File: config.mk
export PLATFORM = sky130hd
export DESIGN_NAME = dual_pid_step_top
export DESIGN_NICKNAME = d
export VERILOG_FILES = /design/src/rtl/dps_pkg.sv /design/src/rtl/dual_pid_step_top.sv /design/src/rtl/dps_lane.sv /design/src/rtl/dps_merge.sv
export SDC_FILE = /design/constraint.sdc
export NUM_CORES = 2
export LEC_CHECK = 0
export BUFFER_PORTS_ARGS = -buffer_cell sky130_fd_sc_hd__buf_2
export CORE_MARGIN = 2
export CORE_UTILIZATION = 46
export DETAILED_ROUTE_END_ITERATION = 8
export GPL_TIMING_DRIVEN = 0
export MAX_ROUTING_LAYER = met4
export PLACE_DENSITY_LB_ADDON = 0.15
export SKIP_CTS_REPAIR_TIMING = 1
export SYNTH_ARGS = -nofsm -noshare
export SYNTH_HDL_FRONTEND = slang
export SYNTH_SLANG_ARGS = --single-unit
File: constraint.sdc
create_clock -name clk -period 26.5 [get_ports clk]
set_input_delay 2.65 -clock clk [delete_from_list [all_inputs] [get_ports clk]]
set_output_delay 2.65 -clock clk [all_outputs]
set_load 0.1 [all_outputs]
File: src/rtl/dps_pkg.sv
// shared types and constants for the dual pid step block
// no dependencies
`timescale 1ns / 1ps
`default_nettype none

package dps_pkg;

  // field widths fixed by the interface
  localparam int MEAS_W     = 8;
  localparam int ERR_W      = 9;
  localparam int DER_W      = 10;
  localparam int GAIN_W     = 16;
  localparam int DRIVE_W    = 24;
  localparam int CFG_IDX_W  = 4;
  localparam int CFG_DATA_W = 16;

  // drive saturation limits
  localparam logic signed [DRIVE_W-1:0] DRIVE_MAX = {1'b0, {(DRIVE_W-1){1'b1}}};
  localparam logic signed [DRIVE_W-1:0] DRIVE_MIN = {1'b1, {(DRIVE_W-1){1'b0}}};

  // configuration register map
  typedef enum logic [CFG_IDX_W-1:0] {
    REG_ANGLE_SETPOINT    = 4'd0,
    REG_DISTANCE_SETPOINT = 4'd1,
    REG_ANGLE_KP          = 4'd2,
    REG_ANGLE_KI          = 4'd3,
    REG_ANGLE_KD          = 4'd4,
    REG_DISTANCE_KP       = 4'd5,
    REG_DISTANCE_KI       = 4'd6,
    REG_DISTANCE_KD       = 4'd7
  } cfg_reg_t;

  // pipeline control handed to each lane
  typedef struct packed {
    logic load;   // word accepted: run error, integral and derivative stage
    logic adv;    // pipeline moves: capture products
  } lane_ctl_t;

endpackage

`default_nettype wire

File: src/rtl/dual_pid_step_top.sv
// Dual PID step: two PID lanes (angle and distance) take one measurement word per
// cycle while in_ready is high; words pass lane state, product and output registers.
// The sustained rate is one word per clock, set by the lane pipeline
// (error/integral update, gain products, sum and clamp) and the output skid slot;
// in_ready falls only when both the output register and the skid slot are full.
// Gains are signed Q8.8; configuration writes are taken at any time the port is
// enabled and are expected while the block is idle.
// depends on dps_pkg, dps_lane and dps_merge
`timescale 1ns / 1ps
`default_nettype none

module dual_pid_step_top #(
  parameter int INTEGRAL_BITS  = 20,
  parameter int GAIN_FRAC_BITS = 8
) (
  input  wire                                   clk,
  input  wire                                   rst_n,
  input  wire                                   cfg_we,
  input  wire  [dps_pkg::CFG_IDX_W-1:0]         cfg_index,
  input  wire  [dps_pkg::CFG_DATA_W-1:0]        cfg_data,
  input  wire                                   in_valid,
  output logic                                  in_ready,
  input  wire  [dps_pkg::MEAS_W-1:0]            in_angle_measure,
  input  wire  [dps_pkg::MEAS_W-1:0]            in_distance_measure,
  output logic                                  out_valid,
  input  wire                                   out_ready,
  output logic signed [dps_pkg::DRIVE_W-1:0]    out_angle_drive,
  output logic signed [dps_pkg::DRIVE_W-1:0]    out_distance_drive
);

  logic        [dps_pkg::MEAS_W-1:0]  angle_sp_r;
  logic        [dps_pkg::MEAS_W-1:0]  dist_sp_r;
  logic signed [dps_pkg::GAIN_W-1:0]  angle_kp_r;
  logic signed [dps_pkg::GAIN_W-1:0]  angle_ki_r;
  logic signed [dps_pkg::GAIN_W-1:0]  angle_kd_r;
  logic signed [dps_pkg::GAIN_W-1:0]  dist_kp_r;
  logic signed [dps_pkg::GAIN_W-1:0]  dist_ki_r;
  logic signed [dps_pkg::GAIN_W-1:0]  dist_kd_r;

  logic                               va_r;
  logic                               vb_r;
  logic                               mrg_ready;
  dps_pkg::lane_ctl_t                 ctl;
  logic signed [dps_pkg::DRIVE_W-1:0] angle_drive;
  logic signed [dps_pkg::DRIVE_W-1:0] dist_drive;

  // configuration registers
  always_ff @(posedge clk) begin
    if (!rst_n) begin
      angle_sp_r <= '0;
      dist_sp_r  <= '0;
      angle_kp_r <= '0;
      angle_ki_r <= '0;
      angle_kd_r <= '0;
      dist_kp_r  <= '0;
      dist_ki_r  <= '0;
      dist_kd_r  <= '0;
    end else if (cfg_we) begin
      case (dps_pkg::cfg_reg_t'(cfg_index))
        dps_pkg::REG_ANGLE_SETPOINT:    angle_sp_r <= cfg_data[dps_pkg::MEAS_W-1:0];
        dps_pkg::REG_DISTANCE_SETPOINT: dist_sp_r  <= cfg_data[dps_pkg::MEAS_W-1:0];
        dps_pkg::REG_ANGLE_KP:          angle_kp_r <= $signed(cfg_data);
        dps_pkg::REG_ANGLE_KI:          angle_ki_r <= $signed(cfg_data);
        dps_pkg::REG_ANGLE_KD:          angle_kd_r <= $signed(cfg_data);
        dps_pkg::REG_DISTANCE_KP:       dist_kp_r  <= $signed(cfg_data);
        dps_pkg::REG_DISTANCE_KI:       dist_ki_r  <= $signed(cfg_data);
        dps_pkg::REG_DISTANCE_KD:       dist_kd_r  <= $signed(cfg_data);
        default: begin
        end
      endcase
    end
  end

  // pipeline moves whenever the merging stage has room
  assign in_ready = mrg_ready;
  assign ctl.load = in_valid && mrg_ready;
  assign ctl.adv  = mrg_ready;

  // stage valid flags
  always_ff @(posedge clk) begin
    if (!rst_n) begin
      va_r <= 1'b0;
      vb_r <= 1'b0;
    end else if (mrg_ready) begin
      va_r <= in_valid;
      vb_r <= va_r;
    end
  end

  // angle lane
  dps_lane #(
    .INTEGRAL_BITS  (INTEGRAL_BITS),
    .GAIN_FRAC_BITS (GAIN_FRAC_BITS)
  ) u_lane_angle (
    .clk      (clk),
    .rst_n    (rst_n),
    .ctl      (ctl),
    .setpoint (angle_sp_r),
    .measure  (in_angle_measure),
    .kp       (angle_kp_r),
    .ki       (angle_ki_r),
    .kd       (angle_kd_r),
    .drive    (angle_drive)
  );

  // distance lane
  dps_lane #(
    .INTEGRAL_BITS  (INTEGRAL_BITS),
    .GAIN_FRAC_BITS (GAIN_FRAC_BITS)
  ) u_lane_dist (
    .clk      (clk),
    .rst_n    (rst_n),
    .ctl      (ctl),
    .setpoint (dist_sp_r),
    .measure  (in_distance_measure),
    .kp       (dist_kp_r),
    .ki       (dist_ki_r),
    .kd       (dist_kd_r),
    .drive    (dist_drive)
  );

  // result word assembly and output buffering
  dps_merge u_merge (
    .clk                (clk),
    .rst_n              (rst_n),
    .push               (vb_r && mrg_ready),
    .angle_drive        (angle_drive),
    .distance_drive     (dist_drive),
    .ready              (mrg_ready),
    .out_valid          (out_valid),
    .out_ready          (out_ready),
    .out_angle_drive    (out_angle_drive),
    .out_distance_drive (out_distance_drive)
  );

endmodule

`default_nettype wire

File: src/rtl/dps_lane.sv
// one pid channel: error/integral/derivative stage, product stage, sum and clamp
// depends on dps_pkg
`timescale 1ns / 1ps
`default_nettype none

module dps_lane #(
  parameter int INTEGRAL_BITS  = 20,
  parameter int GAIN_FRAC_BITS = 8
) (
  input  wire                                      clk,
  input  wire                                      rst_n,
  input  dps_pkg::lane_ctl_t                       ctl,
  input  wire        [dps_pkg::MEAS_W-1:0]         setpoint,
  input  wire        [dps_pkg::MEAS_W-1:0]         measure,
  input  wire signed [dps_pkg::GAIN_W-1:0]         kp,
  input  wire signed [dps_pkg::GAIN_W-1:0]         ki,
  input  wire signed [dps_pkg::GAIN_W-1:0]         kd,
  output logic signed [dps_pkg::DRIVE_W-1:0]       drive
);

  localparam int ISUM_W = INTEGRAL_BITS + 1;
  localparam int PP_W   = dps_pkg::GAIN_W + dps_pkg::ERR_W;
  localparam int PI_W   = dps_pkg::GAIN_W + INTEGRAL_BITS;
  localparam int PD_W   = dps_pkg::GAIN_W + dps_pkg::DER_W;
  localparam int SUM_W  = ((PI_W > PD_W) ? PI_W : PD_W) + 2;

  localparam logic signed [INTEGRAL_BITS-1:0] INT_MAX =
    {1'b0, {(INTEGRAL_BITS-1){1'b1}}};
  localparam logic signed [INTEGRAL_BITS-1:0] INT_MIN =
    {1'b1, {(INTEGRAL_BITS-1){1'b0}}};
  localparam logic signed [SUM_W-1:0] TRUNC_BIAS =
    SUM_W'((64'd1 << GAIN_FRAC_BITS) - 64'd1);

  logic signed [dps_pkg::ERR_W-1:0]  err;
  logic signed [ISUM_W-1:0]          integ_sum;
  logic signed [INTEGRAL_BITS-1:0]   integ_nxt;
  logic signed [dps_pkg::DER_W-1:0]  der_nxt;

  // integ_r and last_err_r double as the first stage of the pipeline
  logic signed [INTEGRAL_BITS-1:0]   integ_r;
  logic signed [dps_pkg::ERR_W-1:0]  last_err_r;
  logic signed [dps_pkg::DER_W-1:0]  der_r;

  logic signed [PP_W-1:0]            prod_p_r;
  logic signed [PI_W-1:0]            prod_i_r;
  logic signed [PD_W-1:0]            prod_d_r;

  logic signed [SUM_W-1:0]           sum;
  logic signed [SUM_W-1:0]           biased;
  logic signed [SUM_W-1:0]           quot;

  // error, saturating integral and derivative
  assign err = $signed({1'b0, setpoint}) - $signed({1'b0, measure});
  assign integ_sum = ISUM_W'(integ_r) + ISUM_W'(err);
  assign der_nxt = dps_pkg::DER_W'(err) - dps_pkg::DER_W'(last_err_r);

  always_comb begin
    if (integ_sum > ISUM_W'(INT_MAX)) begin
      integ_nxt = INT_MAX;
    end else if (integ_sum < ISUM_W'(INT_MIN)) begin
      integ_nxt = INT_MIN;
    end else begin
      integ_nxt = $signed(integ_sum[INTEGRAL_BITS-1:0]);
    end
  end

  // channel state, updated once per accepted word
  always_ff @(posedge clk) begin
    if (!rst_n) begin
      integ_r    <= '0;
      last_err_r <= '0;
    end else if (ctl.load) begin
      integ_r    <= integ_nxt;
      last_err_r <= err;
    end
  end

  always_ff @(posedge clk) begin
    if (ctl.load) begin
      der_r <= der_nxt;
    end
  end

  // gain products
  always_ff @(posedge clk) begin
    if (ctl.adv) begin
      prod_p_r <= PP_W'(kp) * PP_W'(last_err_r);
      prod_i_r <= PI_W'(ki) * PI_W'(integ_r);
      prod_d_r <= PD_W'(kd) * PD_W'(der_r);
    end
  end

  // sum, shift toward zero and clamp to the drive range
  assign sum    = SUM_W'(prod_p_r) + SUM_W'(prod_i_r) + SUM_W'(prod_d_r);
  assign biased = sum + (sum[SUM_W-1] ? TRUNC_BIAS : '0);
  assign quot   = biased >>> GAIN_FRAC_BITS;

  always_comb begin
    if (quot > SUM_W'(dps_pkg::DRIVE_MAX)) begin
      drive = dps_pkg::DRIVE_MAX;
    end else if (quot < SUM_W'(dps_pkg::DRIVE_MIN)) begin
      drive = dps_pkg::DRIVE_MIN;
    end else begin
      drive = $signed(quot[dps_pkg::DRIVE_W-1:0]);
    end
  end

endmodule

`default_nettype wire

File: src/rtl/dps_merge.sv
// merging stage: joins both lane drives into one result word behind a skid register
// depends on dps_pkg
`timescale 1ns / 1ps
`default_nettype none

module dps_merge (
  input  wire                                  clk,
  input  wire                                  rst_n,
  input  wire                                  push,
  input  wire  signed [dps_pkg::DRIVE_W-1:0]   angle_drive,
  input  wire  signed [dps_pkg::DRIVE_W-1:0]   distance_drive,
  output logic                                 ready,
  output logic                                 out_valid,
  input  wire                                  out_ready,
  output logic signed [dps_pkg::DRIVE_W-1:0]   out_angle_drive,
  output logic signed [dps_pkg::DRIVE_W-1:0]   out_distance_drive
);

  logic                                 main_valid_r;
  logic                                 skid_valid_r;
  logic signed [dps_pkg::DRIVE_W-1:0]   main_angle_r;
  logic signed [dps_pkg::DRIVE_W-1:0]   main_dist_r;
  logic signed [dps_pkg::DRIVE_W-1:0]   skid_angle_r;
  logic signed [dps_pkg::DRIVE_W-1:0]   skid_dist_r;
  logic                                 take;

  assign take  = main_valid_r && out_ready;
  assign ready = !skid_valid_r;

  // valid flags of output and skid slots
  always_ff @(posedge clk) begin
    if (!rst_n) begin
      main_valid_r <= 1'b0;
      skid_valid_r <= 1'b0;
    end else if (take) begin
      if (skid_valid_r) begin
        skid_valid_r <= 1'b0;
      end else begin
        main_valid_r <= push;
      end
    end else if (push) begin
      if (main_valid_r) begin
        skid_valid_r <= 1'b1;
      end else begin
        main_valid_r <= 1'b1;
      end
    end
  end

  // word payloads
  always_ff @(posedge clk) begin
    if (take && skid_valid_r) begin
      main_angle_r <= skid_angle_r;
      main_dist_r  <= skid_dist_r;
    end else if (push && (take || !main_valid_r)) begin
      main_angle_r <= angle_drive;
      main_dist_r  <= distance_drive;
    end
    if (push && main_valid_r && !take) begin
      skid_angle_r <= angle_drive;
      skid_dist_r  <= distance_drive;
    end
  end

  assign out_valid          = main_valid_r;
  assign out_angle_drive    = main_angle_r;
  assign out_distance_drive = main_dist_r;

endmodule

`default_nettype wire

# ---- Word level (Yosys, flattened, before mapping)
# Index checks and enable logic that the tools add are counted.
dict set report totals {
  ff_bits 464
  latch_bits 0
  romBits 0
  ramBits 0
  output_inout_bits 50
  n_memories 0
}
dict set report classes {
  div_mod_pow 0
  order_cmp 8
  mul 6
  bitwise_logic 1
  n_addsub 12
  n_eq_ne 8
  n_mux 17
  shift 0
  n_reduce_logical 25
}
# op count
set ops {}
lappend ops {{2-to-1 mux 24 bit} 8}
lappend ops {{2-to-1 mux 20 bit} 4}
lappend ops {{adder 37 x 26 -> 38 bit} 2}
lappend ops {{adder 38 x 8 -> 38 bit} 2}
lappend ops {{adder 25 x 36 -> 37 bit} 2}
lappend ops {{multiplier 16 x 20 -> 36 bit} 2}
lappend ops {{greater-than comparator 30 x 24 -> 1 bit (second input constant)} 2}
lappend ops {{less-than comparator 30 x 24 -> 1 bit (second input constant)} 2}
lappend ops {{multiplier 16 x 10 -> 26 bit} 2}
lappend ops {{multiplier 16 x 9 -> 25 bit} 2}
lappend ops {{adder 20 x 9 -> 21 bit} 2}
lappend ops {{greater-than comparator 21 x 20 -> 1 bit (second input constant)} 2}
lappend ops {{less-than comparator 21 x 20 -> 1 bit (second input constant)} 2}
lappend ops {{AND reduction 2 bit} 10}
lappend ops {{subtractor 9 x 9 -> 10 bit} 2}
lappend ops {{subtractor 8 x 8 -> 9 bit} 2}
lappend ops {{equality test 4 x 3 -> 1 bit (second input constant)} 4}
lappend ops {{2-to-1 mux 8 bit} 2}
lappend ops {{equality test 4 x 2 -> 1 bit (second input constant)} 2}
lappend ops {{logical AND 1 bit} 7}
lappend ops {{equality test 4 x 1 -> 1 bit (second input constant)} 1}
lappend ops {{zero test 4 bit} 1}
lappend ops {{nonzero test 2 bit} 2}
lappend ops {{zero test 1 bit} 3}
lappend ops {{other kinds (5)} 7}

# ---- Longest topological paths before layout
dict set report depth {
  depth_word 9
  ltp_mapped 28
  depth_no_buf 27
}

# ---- Hierarchy
# A second synthesis with hierarchy kept.
dict set report unflattened {
  hier_cells 7201
  area_unflattened_um2 70350.0
}
# mod area_per_inst_um2 n_inst cells_each seq_area_each_um2
set modules_own_cells {}
lappend modules_own_cells {{dps_lane (u_lane_dist)} 31288.8 1 3322 3493.4}
lappend modules_own_cells {{dps_lane (u_lane_angle)} 31211.2 1 3318 3493.4}
lappend modules_own_cells {dual_pid_step_top 4202.8 1 398 2282.2}
lappend modules_own_cells {dps_merge 3647.2 1 163 2922.8}

# ---- Worst setup path after synthesis
# OpenSTA, ideal clock, no wires.
dict set report synth_path {
  path_kind {register -> register}
  startpoint {reg u_merge.skid_valid_r}
  endpoint {reg u_merge.skid_angle_r[0] (netlist name), enable pin}
  required_ns 25.977
  arrival_time_ns 8.374
  stages_incl_launch_ff 5
  path_slack_ns 17.602
  path_cell_list {dfxtp_1 -> clkbuf_1 -> inv_1 -> nand2_1 -> nor3b_1}
}
dict set report synth_via {
  elab_chain_cells 4
}
# item line
set synth_lines {}
lappend synth_lines {{start: declaration} dps_merge.sv:20} ;# logic skid_valid_r;
lappend synth_lines {{start signal: assignment} dps_merge.sv:34} ;# skid_valid_r <= 1'b0;
lappend synth_lines {{start signal: assignment} dps_merge.sv:37} ;# skid_valid_r <= 1'b0;
lappend synth_lines {{start signal: assignment} dps_merge.sv:43} ;# skid_valid_r <= 1'b1;
lappend synth_lines {{zero test 1 bit} dps_merge.sv:28} ;# assign ready = !skid_valid_r;
lappend synth_lines {{via in_ready} dual_pid_step_top.sv:22} ;# output logic in_ready,
lappend synth_lines {{logical AND 1 bit} dual_pid_step_top.sv:126} ;# .push (vb_r && mrg_ready),
lappend synth_lines {{logical AND 1 bit (2 in series)} dps_merge.sv:59} ;# if (push && main_valid_r && !take) begin
lappend synth_lines {{end signal: assignment} dps_merge.sv:60} ;# skid_angle_r <= angle_drive;
lappend synth_lines {{end: declaration} dps_merge.sv:23} ;# logic signed [dps_pkg::DRIVE_W-1:0] skid_angle_r;
# The timed path passes the listed nets, and every way through them passes these cells.
# A chain may end at the register's enable or synchronous reset.

# ---- Worst setup path after layout
dict set report layout_path {
  startpoint {reg u_lane_dist.integ_r[5]}
  endpoint {reg u_lane_dist.prod_i_r[34] (data pin)}
}
dict set report layout_via {
  elab_chain_cells 1
}
# item line
set layout_lines {}
lappend layout_lines {{start: declaration} dps_lane.sv:40} ;# logic signed [INTEGRAL_BITS-1:0] integ_r;
lappend layout_lines {{start signal: assignment} dps_lane.sv:73} ;# integ_r <= integ_nxt;
lappend layout_lines {{multiplier 16 x 20 -> 36 bit} dps_lane.sv:88} ;# prod_i_r <= PI_W'(ki) * PI_W'(integ_r);
lappend layout_lines {{end signal: assignment} dps_lane.sv:88}
lappend layout_lines {{end: declaration} dps_lane.sv:45} ;# logic signed [PI_W-1:0] prod_i_r;
# No other way between the ends.

==> metrics.txt <==
vias after detailed routing 51000; number of hold-slack violations in the final timing report 0; CTS clk-pin slew, worst paths around 60 ps; netlist area before placement between 70000 and 80000 um^2; number of flops mapped to enable cells by yosys between 200 and 300; syn avg cell area 9.54 um^2; Layout area overhead 7.19%; final routed wire length divided by cell count 19.5 um; Clk network pwr share between 20% and 30%; aggregate global routing overflow 0; highest-delay cell along the critical path dfxtp_1; maximum root-to-sink buffer count 3; net count after synthesis ~9200; post-synth top area cell fa_1; global-route track usage on met3 3.83%; switching part of the total a little under half; Largest stage delay, worst path around 650 ps; fraction of final layout cells with drive strength greater than 1 approximately 3.6%; Layout Skew approximately 70 ps; origin of the worst min-delay path angle_kd_r[11]; Total Die Area about 160000 um^2; share of the yosys chip area belonging to registers 17.3%; unrepaired setup endpoints after global routing false; clock tree from TritonCTS done; worst-path maximum fanout 10; proportion of synthesized flip-flops having asynchronous set or reset 0%; input/output buffers 79; sum of buffers and inverters on the critical path 6; total routing resource utilization after global routing 25.4%; leading cell types by total area after synthesis fa_1 35%, edfxtp_1 12%, ha_1 9.9%, inv_1 7.0%, nand2_1 5.0%; pin count of the biggest net entering global routing 92; Total Routed Length 188000 um; placed instance area between 70000 and 80000 um^2; Post-Layout Cell Count 9633; worst slew pin tran 1490 ps; Slew Limit Fails 1; Total Power Consumption ~4.1 mW; terminating pin of the worst hold path angle_kd_r[11]; # DRC 0; number of violations reported at the end of detailed-routing iteration 0 3385; busiest layer in global routing met2; combined area of the multi-input logic cells 52300 um^2; Slew headroom -0.0772%; Clk Latency, worst-skew pair approximately 700 ps; data required time of the critical path 26920 ps; root buffer selected by CTS clkbuf_16; max-capacitance violation count 1; Detailed Place HPWL between 150000 and 200000 um; Gate power share 53.0%; WS Path Type register to register; Inserted Clock Buffers 56; antenna violations before repair 8; effective utilization at floorplan between 40% and 50%; fraction of the cycle the final worst path needs 34.5%; cell-internal power 2.19 mW; shortest clock period the worst path allows after layout 9130 ps; kind of cell adding the most delay to the critical path compound AO/OA/AOI/OAI gates; fill cell total of the finished layout around 14000; CTS H-tree depth 2; clock tree sinks 464; Net count, final 9379; leakage power figure 32.8 nW; fraction of post-synthesis cell area in the top cell type by area between 30% and 40%; violated checks capacitance limit, slew limit; first-pass iteration count of the detailed router 5; number of synthesized register bits between 400 and 500; number of I/O pins 91; register-to-register setup slack roughly 17000 ps; routability congestion estimate from global placement 0.919; Placed Cells 9522; type of destination of the critical path register; final hold slack 464 ps; final worst setup slack approximately 17000 ps; per-cell via count in the routed design 5.29; Global Route met1 Usage 36.0%; Seq pwr share 26.3%; depth of the worst hold-timing path 2; leading cell type in the layout, fill and taps excluded inv_1; DIE WIDTH 396 um; kind of start point of the critical path register; end of the worst register-to-register path u_lane_dist.prod_i_r[34]; vias in the first global route 53100; post-synthesis instance total 7405; global-route wire length before repair just over 300000 um; type of the tightest min-delay check register to register; Top cell by count, worst path fa_1; endpoints failing setup 0; pre-CTS worst setup slack 17420 ps; pwr dens 53.6 nW/um^2; height of the chip 396 um; Synthesis Warnings 0; run status complete, but fails checks; commonest cells after routing, fill and taps aside 1318 x inv_1, 1232 x fa_1, 948 x nand2_1; switching power 1.87 mW; worst r2r path cells 27; Most used DFF post-synth edfxtp_1; number of core rows around 140; register cell area after layout 12200 um^2; maximum clock frequency between 100 and 150 MHz; Finished Core Util 49.7%; Max VDD drop 54.0 uV; Arrival @ worst endpoint 9560 ps; aggregate negative setup slack 0 ps; number of nets with antenna violations after routing 0; Cell variety after synth 90; core area 152000 um^2; reg2reg start u_lane_dist.integ_r[5]; Layout Cell Area excl Fill 75700 um^2; fraction of met2 tracks used by global routing 38.8%
==> worst max-delay path by stage <==
stage	startpoint	to	slack, ps	cells after the start
after floorplan	u_merge.skid_valid_r	u_merge.skid_angle_r[0]	17600	4
after global placement	u_merge.skid_valid_r	u_merge.skid_dist_r[0]	13570	4
after detailed placement	u_lane_dist.integ_r[7]	u_lane_dist.prod_i_r[34]	17420	27
after CTS	u_lane_dist.integ_r[7]	u_lane_dist.prod_i_r[34]	17370	27
after global routing	u_lane_dist.integ_r[7]	u_lane_dist.prod_i_r[34]	16760	27
final	u_lane_dist.integ_r[5]	u_lane_dist.prod_i_r[34]	17370	27
==> layout make-up <==
class | count | area share (%)
plain buffers | 320 | 1.64
diodes | 6 | 0.0198
repair buffers | 87 | 0.694
multi-input cells | 5302 | 69.0
well taps | 2030 | 3.36
inverters | 1319 | 6.55
flip-flops and latches | 464 | 16.1
clock inverters | 33 | 0.608
clock buffers | 72 | 2.00
==> Yosys cell counts (22+ instances only) <==
library cell	instances
or3_1	22
mux2i_1	70
clkbuf_1	299
xnor2_1	247
ha_1	556
fa_1	1232
a31oi_1	25
and2_1	509
nor2b_1	92
a21o_1	67
a21oi_1	252
inv_1	1319
o21ai_1	32
mux2_2	22
and3_1	26
nand2b_1	127
nor3_1	55
o21bai_1	44
edfxtp_1	290
a21boi_0	75
nand3_1	62
dfxtp_1	174
o31ai_1	24
a211oi_1	33
o21a_1	51
nor2_1	200
nand2_1	948
o21ai_0	179
xor2_1	82
==> logic make-up (layout without fill, tap and decap cells) <==
kind of cell | count (synthesis) | count (layout) | share of synthesized area (%)
muxes | 92 | 92 | 1.34
xor gates and xnor gates | 329 | 329 | 4.08
other | 0 | 6 | 0
DFF | 464 | 464 | 17.3
buffers and inverters | 1639 | 1831 | 8.77
AOI/OAI and AO/OA | 936 | 936 | 8.71
and+or+nand+nor | 2140 | 2140 | 14.8
adders and majority gates | 1805 | 1805 | 45.0
==> metal layers <==
metal / up-vias / wire, um
met5: - / 0
met4: 0 / 4230
met3: 205 / 11700
met2: 1252 / 84500
met1: 26000 / 87700
li1: 23600 / -
==> registers in the layout, summed over array words and instances, names as in the netlist, 20 cells and up <==
signal and flops:
u_lane_dist.prod_p_r 25, u_lane_angle.prod_i_r 36, u_lane_angle.prod_d_r 26, u_merge.skid_dist_r 24, u_lane_dist.prod_d_r 26, u_merge.out_distance_drive 24
u_merge.out_angle_drive 24, u_lane_angle.integ_r 20, u_merge.skid_angle_r 24, u_lane_dist.prod_i_r 36, u_lane_angle.prod_p_r 25, u_lane_dist.integ_r 20
==> worst reg2reg max path: stages, from the launching register on <==
cell	delay (ps)
dfxtp_1	650
clkbuf_1	580
nand2_1	170
fa_1	530
inv_1	50
fa_1	470
inv_1	50
fa_1	500
fa_1	550
inv_1	50
fa_1	470
inv_1	50
fa_1	470
inv_1	40
ha_1	340
a21o_1	180
a21oi_1	290
o21ai_0	150
a211oi_1	530
a211oi_1	220
o31ai_1	500
o21ai_0	340
o31ai_1	460
a21boi_0	200
o21a_1	210
o21ai_0	230
a21oi_1	120
xor2_1	460
==> power groups by stage <==
| stage | clock network (mW) | logic [mW] | registers, mW |
|---|---|---|---|
| detailed placement | 0 | 2.12 | 1.08 |
| global route | 0.885 | 2.39 | 1.08 |
| floorplan | 0 | 1.50 | 1.09 |
| CTS | 0.860 | 2.14 | 1.07 |
| finish | 0.840 | 2.15 | 1.07 |
| global placement | 0 | 2.09 | 1.08 |
(Power assumes the default switching activity.)
